### src/rtl/mse_pkg.sv
// Shared types and constants for the MIPS subset execute unit.
`default_nettype none
package mse_pkg;

    localparam int WORD_W    = 32;
    localparam int IDX_W     = 5;
    localparam int REG_COUNT = 32;
    localparam int MADDR_W   = 9;
    localparam logic [IDX_W-1:0] LINK_REG = 5'd31;

    typedef enum logic [4:0] {
        OP_ADD    = 5'd0,
        OP_ADDI   = 5'd1,
        OP_SUB    = 5'd2,
        OP_SLT    = 5'd3,
        OP_MULT   = 5'd4,
        OP_DIV    = 5'd5,
        OP_MFHI   = 5'd6,
        OP_MFLO   = 5'd7,
        OP_SRL    = 5'd8,
        OP_SLL    = 5'd9,
        OP_AND    = 5'd10,
        OP_OR     = 5'd11,
        OP_XOR    = 5'd12,
        OP_JR     = 5'd13,
        OP_LW     = 5'd14,
        OP_SW     = 5'd15,
        OP_LUI    = 5'd16,
        OP_BEQ    = 5'd17,
        OP_BNE    = 5'd18,
        OP_BGTZ   = 5'd19,
        OP_BLEZ   = 5'd20,
        OP_J      = 5'd21,
        OP_JAL    = 5'd22,
        OP_SETREG = 5'd23
    } opcode_t;

    typedef enum logic [2:0] {
        S_CLEAR,
        S_IDLE,
        S_EXEC,
        S_DIV,
        S_DONE
    } state_t;

    // controller -> datapath
    typedef struct packed {
        logic accept;
        logic exec;
        logic div_start;
        logic commit;
        logic clr_step;
    } ctrl_cmd_t;

    // datapath -> controller
    typedef struct packed {
        logic needs_div;
        logic div_done;
        logic clr_last;
        logic out_free;
    } ctrl_sts_t;

endpackage
`default_nettype wire

### src/rtl/mse_ctrl.sv
// Controller state machine sequencing clear, execute, divide and commit.
`default_nettype none
module mse_ctrl (
    input  logic               clk,
    input  logic               rst_n,
    input  logic               in_valid,
    output logic               in_stall,
    input  mse_pkg::ctrl_sts_t sts,
    output mse_pkg::ctrl_cmd_t cmd
);
    import mse_pkg::*;

    state_t state_reg, state_next;

    always_comb
    begin
        state_next = state_reg;
        unique case (state_reg)
            S_CLEAR: if (sts.clr_last) state_next = S_IDLE;
            S_IDLE:  if (in_valid) state_next = S_EXEC;
            S_EXEC:  state_next = sts.needs_div ? S_DIV : S_DONE;
            S_DIV:   if (sts.div_done) state_next = S_DONE;
            S_DONE:  if (sts.out_free) state_next = S_IDLE;
            default: state_next = S_IDLE;
        endcase
    end

    always_comb
    begin
        cmd      = '0;
        in_stall = 1'b1;
        unique case (state_reg)
            S_CLEAR: cmd.clr_step = 1'b1;
            S_IDLE:
            begin
                in_stall   = 1'b0;
                cmd.accept = in_valid;
            end
            S_EXEC:
            begin
                cmd.exec      = 1'b1;
                cmd.div_start = sts.needs_div;
            end
            S_DIV:   ;
            S_DONE:  cmd.commit = sts.out_free;
            default: ;
        endcase
    end

    always_ff @(posedge clk or negedge rst_n)
    begin
        if (!rst_n)
        begin
            state_reg <= S_CLEAR;
        end
        else
        begin
            state_reg <= state_next;
        end
    end

    a_div_entry: assert property (@(posedge clk) disable iff (!rst_n)
        state_reg == S_DIV |-> $past(state_reg) == S_EXEC || $past(state_reg) == S_DIV)
        else $error("divide wait entered from wrong state");

    a_div_done_state: assert property (@(posedge clk) disable iff (!rst_n)
        sts.div_done |-> state_reg == S_DIV)
        else $error("divider finished outside divide wait");

    a_commit_idle: assert property (@(posedge clk) disable iff (!rst_n)
        cmd.commit |=> state_reg == S_IDLE && !in_stall)
        else $error("no return to idle after commit");

endmodule
`default_nettype wire

### config.mk
export PLATFORM = sky130hd
export DESIGN_NAME = mse_ctrl
export DESIGN_NICKNAME = d
export VERILOG_FILES = /design/src/rtl/mse_pkg.sv /design/src/rtl/mse_ctrl.sv
export SDC_FILE = /design/constraint.sdc
export NUM_CORES = 1
export LEC_CHECK = 0
export BUFFER_PORTS_ARGS = -buffer_cell sky130_fd_sc_hd__buf_4
export CAP_MARGIN = 0
export CORE_AREA = 2 2 39 41
export CTS_CLUSTER_SIZE = 16
export DETAILED_ROUTE_END_ITERATION = 10
export DIE_AREA = 0 0 41 43
export GPL_TIMING_DRIVEN = 0
export PLACE_DENSITY = 0.32
export SETUP_SLACK_MARGIN = 0.15
export SYNTH_ARGS = -nofsm -noshare
export SYNTH_HDL_FRONTEND = slang
export SYNTH_SLANG_ARGS = --single-unit
### constraint.sdc
create_clock -name clk -period 2.3 [get_ports clk]
set_clock_uncertainty 0.15 [all_clocks]
set_input_delay 0.46 -clock clk [delete_from_list [all_inputs] [get_ports clk]]
set_output_delay 0.46 -clock clk [all_outputs]
set_load 0.05 [all_outputs]
==> impl_metrics.py, run 1 <==
metrics = {
    "global_routing": {
        "antenna_found_initial": 0,
        "track_usage_pct": 9.15,
        "grt_start_max_net_pins": 8,
        "first_global_vias": 231,
        "grt_pass1_wl_um": 938,
        "grt_overflow": 0,
    },
    "sta": {
        "slew_violations": 0,
        "tns_ns": 0,
        "slew-limit-headroom_pct": 86.8,
        "timing.final.ws_setup_ns": 0.271,
        "fmax_mhz": 493,
        "setup_viol": 0,
        "hold_violations": 0,
        "worst_pin_slew_ns": 0.193,
        "min_period_over_period_pct": 88.2,
        "grt_setup_unrepaired": "false",
        "period_needed_ns": 2.03,
        "holdWs_ns": 0.276,
    },
    "critical_path": {
        "end_kind": "output pin",
        "cp_cell_sequence": "or3b_4 -> nor2_4 -> buf_4",
        "worst-path-max-fanout": 7,
        "rr_worst_depth": 3,
        "path_depth": 3,
        "path_class": "reg -> out",
        "cp-start-kind": "register",
        "required_ns": 1.69,
        "cpLargestDelayFamily": "simple AND/OR/NAND/NOR gates",
        "slowest_stage": "dfrtp_1",
        "worst-path-buf-inv": 1,
        "critPathMaxStageDelay_ns": 0.44,
        "crit_arrival_ns": 1.42,
    },
    "power_and_ir_drop": {
        "leakagePower_nw": 0.164,
        "powerDensity_nw_per_um2": 1570,
        "worst_ir_drop_vdd_v": 0.000423,
    },
    "clocking": {
        "cts_tree": "done",
        "clk_pin_slew_ns": 0.04,
        "clock_latency_ns": 0.24,
        "numClockSinks": 3,
        "cts_buffer_depth": 2,
        "cts_root_buffer": "clkbuf_4",
        "cts_buffers": 3,
        "cts_max_level": 1,
        "postCtsSetupBuffers": 0,
    },
    "synthesis": {
        "avgSynthCellArea_sq_um": 9.04,
        "synth_nets": 29,
        "yosys_register_bits": 3,
        "synth.distinct_cells": 17,
        "syn-instance-count": 22,
        "syn_area_sq_um": 199,
        "synth_warnings": 0,
        "synth.top_cell.area_share_pct": 37.7,
        "yosysTopAreaCell": "dfrtp_1",
        "synthTopCellsByArea": "dfrtp_1, a211oi_2, nor2_4",
        "yosysSeqAreaShare_pct": 37.7,
    },
    "worst_hold_path": {
        "whs_path_depth": 2,
        "hp-class": "in -> reg",
    },
    "drt": {
        "ant_nets": 0,
        "vias": 207,
        "drcViolationCount": 0,
        "firstDrtPassIters": 2,
        "wl_um": 525,
        "drtIter0Drc": 2,
        "wire_per_inst_um": 9.55,
        "via_per_inst": 3.76,
    },
    "final_layout": {
        "nFillCells": 146,
        "fin_nets": 47,
        "design_area_sq_um": 349,
        "largest_reg_flops": 3,
        "area_growth_pct": 75.5,
        "diodes": 0,
        "layout-drive-gt1-share_pct": 51.3,
    },
    "die": {
        "coreArea_sq_um": 1380,
        "start_util_pct": 14.4,
        "std_cell_rows": 14,
        "die_w_um": 41,
        "die_h_um": 43,
        "dieArea_sq_um": 1760,
        "ios": 13,
    },
    "place": {
        "hpwl_um": 397,
        "gp_congestion": 0.635,
        "port_buffers": 12,
        "postPlaceCellArea_sq_um": 313,
        "place_ws_ns": 0.520,
    },
    "run_status": {
        "status": "finished, final reports clean",
    },
    "run": {
        "drv_cap": 0,
    },
}
## Yosys cell counts
master / n
nor2_1: 2
or2_1: 1
a21oi_1: 2
nand3_1: 1
mux2i_1: 1
nand3b_1: 1
and3_1: 1
inv_1: 1
a211oi_2: 1
nand2_1: 2
nor2_4: 1
nor3_1: 1
dfrtp_1: 3
and2_1: 1
o21bai_1: 1
or3b_4: 1
nand2b_1: 1
## power by group
part	internal, mW	switching [mW]
combinational	0.122	0.213
sequential	0.0768	0.0383
clock	0.0653	0.0317
## logic make-up (layout without fill, tap and decap cells)
family          Yosys count  count (layout)  share of synthesized area, %
buf+inv                   1              18                          1.88
compound gates            4               4                          15.1
simple gates             13              13                          40.3
flops                     3               3                          37.7
mux                       1               1                          5.03
## final timing paths
path / from / endpoint / slack (ns)
max in group asynchronous: rst_n / state_reg[0] / 1.51
worst max register to register: state_reg[2] / state_reg[0] / 1.01
min in group asynchronous: rst_n / state_reg[2] / 0.40
worst min-delay path: sts[0] / state_reg[2] / 0.28
worst max-delay path: state_reg[2] / cmd[4] / 0.27
worst min register to register: state_reg[2] / state_reg[1] / 0.42
## metrics by stage
| step | utilization [%] | std cells | power [mW] |
|---|---|---|---|
| 6_report | 25.2 | 55 | 0.548 |
| 5_1_grt | 25.2 | 55 | 0.587 |
| 4_1_cts | 25.2 | 55 | 0.556 |
| 3_5_place_dp | 22.6 | 50 | 0.454 |
| 3_3_place_gp | 22.6 | 50 | 0.458 |
| 2_1_floorplan | - | 22 | 0.363 |
## placed cells by master (no fill, tap or decap)
master         netlist  routed
buf_4                0      12
clkbuf_4             0       3
dfrtp_1              3       3
nand2_1              2       2
a21oi_1              2       2
or3b_4               1       1
nand2b_1             1       1
nor2_2               0       1
and2_2               0       1
nor3_1               1       1
nor2_1               2       1
and3_1               1       1
inv_1                1       1
nor2_4               1       1
mux2i_1              1       1
or2_1                1       1
a211oi_2             1       1
nand3_1              1       1
nand3b_1             1       1
o21bai_1             1       1
clkbuf_1             0       1
dlygate4sd3_1        0       1
## what timing repair did
| action | CTS | global route |
|---|---|---|
| gates resized for setup | 0 | 0 |
| hold buffers | 1 | 0 |
| hold endpoints to repair | 3 | 0 |
## routing by layer
metal / vias to the layer above / global-route usage [%] / part of all wire, %
li1: 110 / - / -
met1: 89 / 8.41 / 41
met2: 8 / 12.8 / 51
met3: 0 / 3.14 / 7.6
met4: 0 / 12.0 / 0
met5: - / 0 / 0
## area by class of cell
class / count / area [sq um] / area share, %
flip-flops and latches: 3 / 75.1 / 21.5
clock buffers: 4 / 26.3 / 7.53
multi-input cells: 18 / 124 / 35.5
repair buffers: 13 / 100 / 28.7
inverters: 1 / 3.75 / 1.08
well taps: 16 / 20.0 / 5.73
## worst register-to-register path, stage by stage, from the launching register on
cell and delay, ns:
dfrtp_1 0.44, or3b_4 0.42, nor2_4 0.11, a211oi_2 0.04
(Power assumes the default switching activity.)
==> run 2: changes to the inputs <==
- CORE_AREA: 2 2 39 41 -> 4 4 41 43
- DIE_AREA: 0 0 41 43 -> 0 0 45 47
==> impl_metrics.py, run 2 (same netlist as run 1, synthesis figures left out) <==
metrics = {
    "run_status": {
        "status": "finished, final reports clean",
    },
    "sta": {
        "worst_pin_slew_ns": 0.244,
        "hold_violations": 0,
        "min_period_over_period_pct": 87.4,
        "slew-limit-headroom_pct": 83.7,
        "tns_ns": 0,
        "fmax_mhz": 497,
        "grt_setup_unrepaired": "false",
        "setup_viol": 0,
        "slew_violations": 0,
        "timing.final.ws_setup_ns": 0.289,
        "holdWs_ns": 0.280,
        "period_needed_ns": 2.01,
    },
    "place": {
        "postPlaceCellArea_sq_um": 312,
        "place_ws_ns": 0.514,
        "gp_congestion": 0.620,
        "port_buffers": 12,
        "hpwl_um": 454,
        "dpl.cell_count": 49,
    },
    "critical_path": {
        "rr_worst_depth": 3,
        "r2r_setup_slack_ns": 1.00,
        "r2r-end": "state_reg[2]",
        "startpoint": "state_reg[0]",
        "reg2reg_from": "state_reg[0]",
        "cp-endpoint": "cmd[4]",
        "end_kind": "output pin",
        "path_class": "reg -> out",
        "cp-start-kind": "register",
        "worst-path-max-fanout": 7,
        "crit_arrival_ns": 1.40,
        "required_ns": 1.69,
    },
    "global_routing": {
        "grt_start_max_net_pins": 8,
        "first_global_vias": 226,
        "antenna_found_initial": 0,
        "grt_overflow": 0,
        "track_usage_pct": 6.09,
        "grt_pass1_wl_um": 876,
    },
    "die": {
        "ios": 13,
        "start_util_pct": 15.3,
        "die_w_um": 45,
        "die_h_um": 47,
        "coreArea_sq_um": 1300,
        "std_cell_rows": 13,
        "dieArea_sq_um": 2120,
    },
    "final_layout": {
        "largest_reg_flops": 3,
        "diodes": 0,
        "fin_nets": 47,
        "mostFrequentLayoutCells": "buf_4, clkbuf_4, dfrtp_1",
        "layoutNonFillerInstCount": 54,
        "layout-drive-gt1-share_pct": 51.3,
        "utilization_pct": 26.7,
        "design_area_sq_um": 348,
        "area_growth_pct": 74.8,
        "layout_commonest_cell": "buf_4",
    },
    "power_and_ir_drop": {
        "worst_ir_drop_vdd_v": 0.000337,
        "power_mw": 0.543,
        "leakagePower_nw": 0.164,
        "powerDensity_nw_per_um2": 1560,
    },
    "run": {
        "drv_cap": 0,
    },
    "drt": {
        "via_per_inst": 4.06,
        "firstDrtPassIters": 4,
        "ant_nets": 0,
        "drcViolationCount": 0,
        "wl_um": 541,
        "vias": 219,
        "wire_per_inst_um": 10.0,
        "drtIter0Drc": 2,
    },
    "worst_hold_path": {
        "whs_path_depth": 2,
        "hold_start": "sts[0]",
        "hp-class": "in -> reg",
    },
    "clocking": {
        "cts_max_level": 1,
        "numClockSinks": 3,
        "cts_buffers": 3,
        "cts_tree": "done",
        "cts_root_buffer": "clkbuf_4",
        "clk_pin_slew_ns": 0.04,
        "clock_latency_ns": 0.23,
        "cts_buffer_depth": 2,
        "cts-resized-gates": 0,
    },
}
==> run 2: cell counts in the layout (fill, tap and decap cells not counted) <==
No cell type changed its count.
==> run 2: worst max-delay path, cell delays in order (launching register included) <==
cell and delay [ns]:
dfrtp_1 0.44, or3b_4 0.43, nor2_4 0.11, buf_4 0.20
==> run 2: area by class of cell <==
class	count	area [sq um]
clock buffer	4	26.3
fill	163	953
inverter	1	3.75
multi-input combinational	18	124
sequential	3	75.1
tap	15	18.8
timing repair buffer	13	100
==> run 2: worst min-delay path by stage <==
stage	end	slack [ns]
after detailed placement	state_reg[1]	0.1
after global placement	state_reg[1]	0.1
after floorplan	state_reg[0]	0.01
final	state_reg[2]	0.28
after CTS	state_reg[2]	0.27
after global routing	state_reg[2]	0.29
==> run 2: what timing repair did <==
action                    CTS  global route
hold endpoints to repair    3             0
hold buffers                1             0
buffers inserted            0             0
==> run 2: where the power goes <==
| part | total (mW) | leakage [nW] | internal [mW] | switching [mW] |
|---|---|---|---|---|
| sequential | 0.116 | 0.0370 | 0.0769 | 0.0392 |
| clock | 0.0895 | 0.0150 | 0.0648 | 0.0247 |
| combinational | 0.337 | 0.112 | 0.122 | 0.216 |
| total | 0.543 | 0.164 | 0.264 | 0.280 |
==> run 2: routing by layer <==
metal  vias to the layer above  track usage [%]  share of wire (%)
li1                        111                -                  -
met1                       100             6.15                 44
met2                         8             9.89                 46
met3                         0             1.15                9.6
met4                         0             7.02                  0
met5                         -                0                  0
==> run 3: changes to the inputs <==
- CTS_BUF_LIST: default -> sky130_fd_sc_hd__clkbuf_4
==> impl_metrics.py, run 3 (same netlist as run 1, synthesis figures left out) <==
metrics = {
    "run_status": {
        "status": "finished, final reports clean",
    },
    "die": {
        "std_cell_rows": 13,
        "dieArea_sq_um": 2120,
        "coreArea_sq_um": 1300,
        "die_h_um": 47,
        "die_w_um": 45,
        "ios": 13,
        "start_util_pct": 15.3,
    },
    "critical_path": {
        "worst-path-buf-inv": 1,
        "cp_cell_sequence": "or3b_4 -> nor2_4 -> buf_4",
        "worst-path-max-fanout": 7,
        "reg2reg_from": "state_reg[0]",
        "slowest_stage": "dfrtp_1",
        "crit_arrival_ns": 1.40,
        "end_kind": "output pin",
        "path_class": "reg -> out",
        "cpLargestDelayFamily": "simple AND/OR/NAND/NOR gates",
        "r2r_setup_slack_ns": 1.00,
        "required_ns": 1.69,
        "r2r-end": "state_reg[2]",
        "startpoint": "state_reg[0]",
        "cp-start-kind": "register",
        "path_depth": 3,
        "critPathMaxStageDelay_ns": 0.44,
        "rr_worst_depth": 3,
    },
    "drt": {
        "wl_um": 545,
        "firstDrtPassIters": 4,
        "drtIter0Drc": 2,
        "vias": 219,
        "via_per_inst": 4.06,
        "ant_nets": 0,
        "wire_per_inst_um": 10.1,
        "drcViolationCount": 0,
    },
    "final_layout": {
        "layout-drive-gt1-share_pct": 53.8,
        "layout_commonest_cell": "buf_4",
        "largest_reg_flops": 3,
        "area_growth_pct": 76.7,
        "design_area_sq_um": 352,
        "mostFrequentLayoutCells": "buf_4, clkbuf_4, dfrtp_1",
        "utilization_pct": 27.0,
        "fin_nets": 47,
        "nFillCells": 163,
        "diodes": 0,
    },
    "sta": {
        "worst_pin_slew_ns": 0.244,
        "grt_setup_unrepaired": "false",
        "slew-limit-headroom_pct": 83.7,
        "min_period_over_period_pct": 87.5,
        "slew_violations": 0,
        "hold_violations": 0,
        "timing.final.ws_setup_ns": 0.288,
        "period_needed_ns": 2.01,
        "fmax_mhz": 497,
        "tns_ns": 0,
        "setup_viol": 0,
    },
    "clocking": {
        "numClockSinks": 3,
        "clk_pin_slew_ns": 0.04,
        "cts_buffer_depth": 2,
        "cts_tree": "done",
        "postCtsSetupBuffers": 0,
        "cts_root_buffer": "clkbuf_4",
        "cts_max_level": 1,
        "clock_latency_ns": 0.23,
        "cts_buffers": 3,
    },
    "power_and_ir_drop": {
        "powerDensity_nw_per_um2": 1580,
        "worst_ir_drop_vdd_v": 0.000339,
        "leakagePower_nw": 0.167,
    },
    "global_routing": {
        "first_global_vias": 226,
        "antenna_found_initial": 0,
        "grt_overflow": 0,
        "track_usage_pct": 6.09,
        "grt_pass1_wl_um": 876,
        "grt_start_max_net_pins": 8,
    },
    "place": {
        "gp_congestion": 0.620,
        "port_buffers": 12,
        "hpwl_um": 454,
        "place_ws_ns": 0.514,
        "postPlaceCellArea_sq_um": 312,
    },
    "run": {
        "drv_cap": 0,
    },
    "worst_hold_path": {
        "holdPathEnd": "state_reg[2]",
        "hold_start": "sts[0]",
        "hp-class": "in -> reg",
        "whs_path_depth": 2,
    },
}
## run 3: layer usage
metal / up-vias / part of all wire (%) / global-route usage (%)
met4: 0 / 0 / 7.02
li1: 111 / - / -
met3: 0 / 9.5 / 1.15
met5: - / 0 / 0
met1: 100 / 44 / 6.15
met2: 8 / 47 / 9.89
## run 3: worst max path at each step
stage	slack (ns)	to
6_report	0.29	cmd[4]
5_1_grt	0.19	cmd[4]
4_1_cts	0.26	cmd[4]
3_5_place_dp	0.51	cmd[4]
3_3_place_gp	0.51	cmd[4]
2_1_floorplan	0.17	cmd[0]
## run 3: cell type report
| cell class | count | area [sq um] | share of cell area [%] |
|---|---|---|---|
| Sequential cell | 3 | 75.1 | 21.4 |
| Inverter | 1 | 3.75 | 1.07 |
| Multi-Input combinational cell | 18 | 124 | 35.2 |
| Clock buffer | 4 | 30.0 | 8.54 |
| Tap cell | 15 | 18.8 | 5.34 |
| Timing Repair Buffer | 13 | 100 | 28.5 |
## run 3: power breakdown
| group | leakage, nW | switching [mW] | internal [mW] |
|---|---|---|---|
| logic | 0.112 | 0.215 | 0.122 |
| registers | 0.0370 | 0.0392 | 0.0769 |
| clock network | 0.0184 | 0.0256 | 0.0766 |
| total | 0.167 | 0.280 | 0.275 |
## run 3: repair_timing
item                                   CTS  global route
hold buffers                             1             0
endpoints found under the hold margin    3             0
resized for setup                        0             0
## run 3: stage by stage
stage          total power [mW]  instances  hold slack [ns]
5_1_grt                   0.602         54            0.290
3_3_place_gp              0.458         49           0.0992
2_1_floorplan             0.363         22           0.0144
3_5_place_dp              0.460         49           0.0998
6_report                  0.556         54            0.277
4_1_cts                   0.569         54            0.271
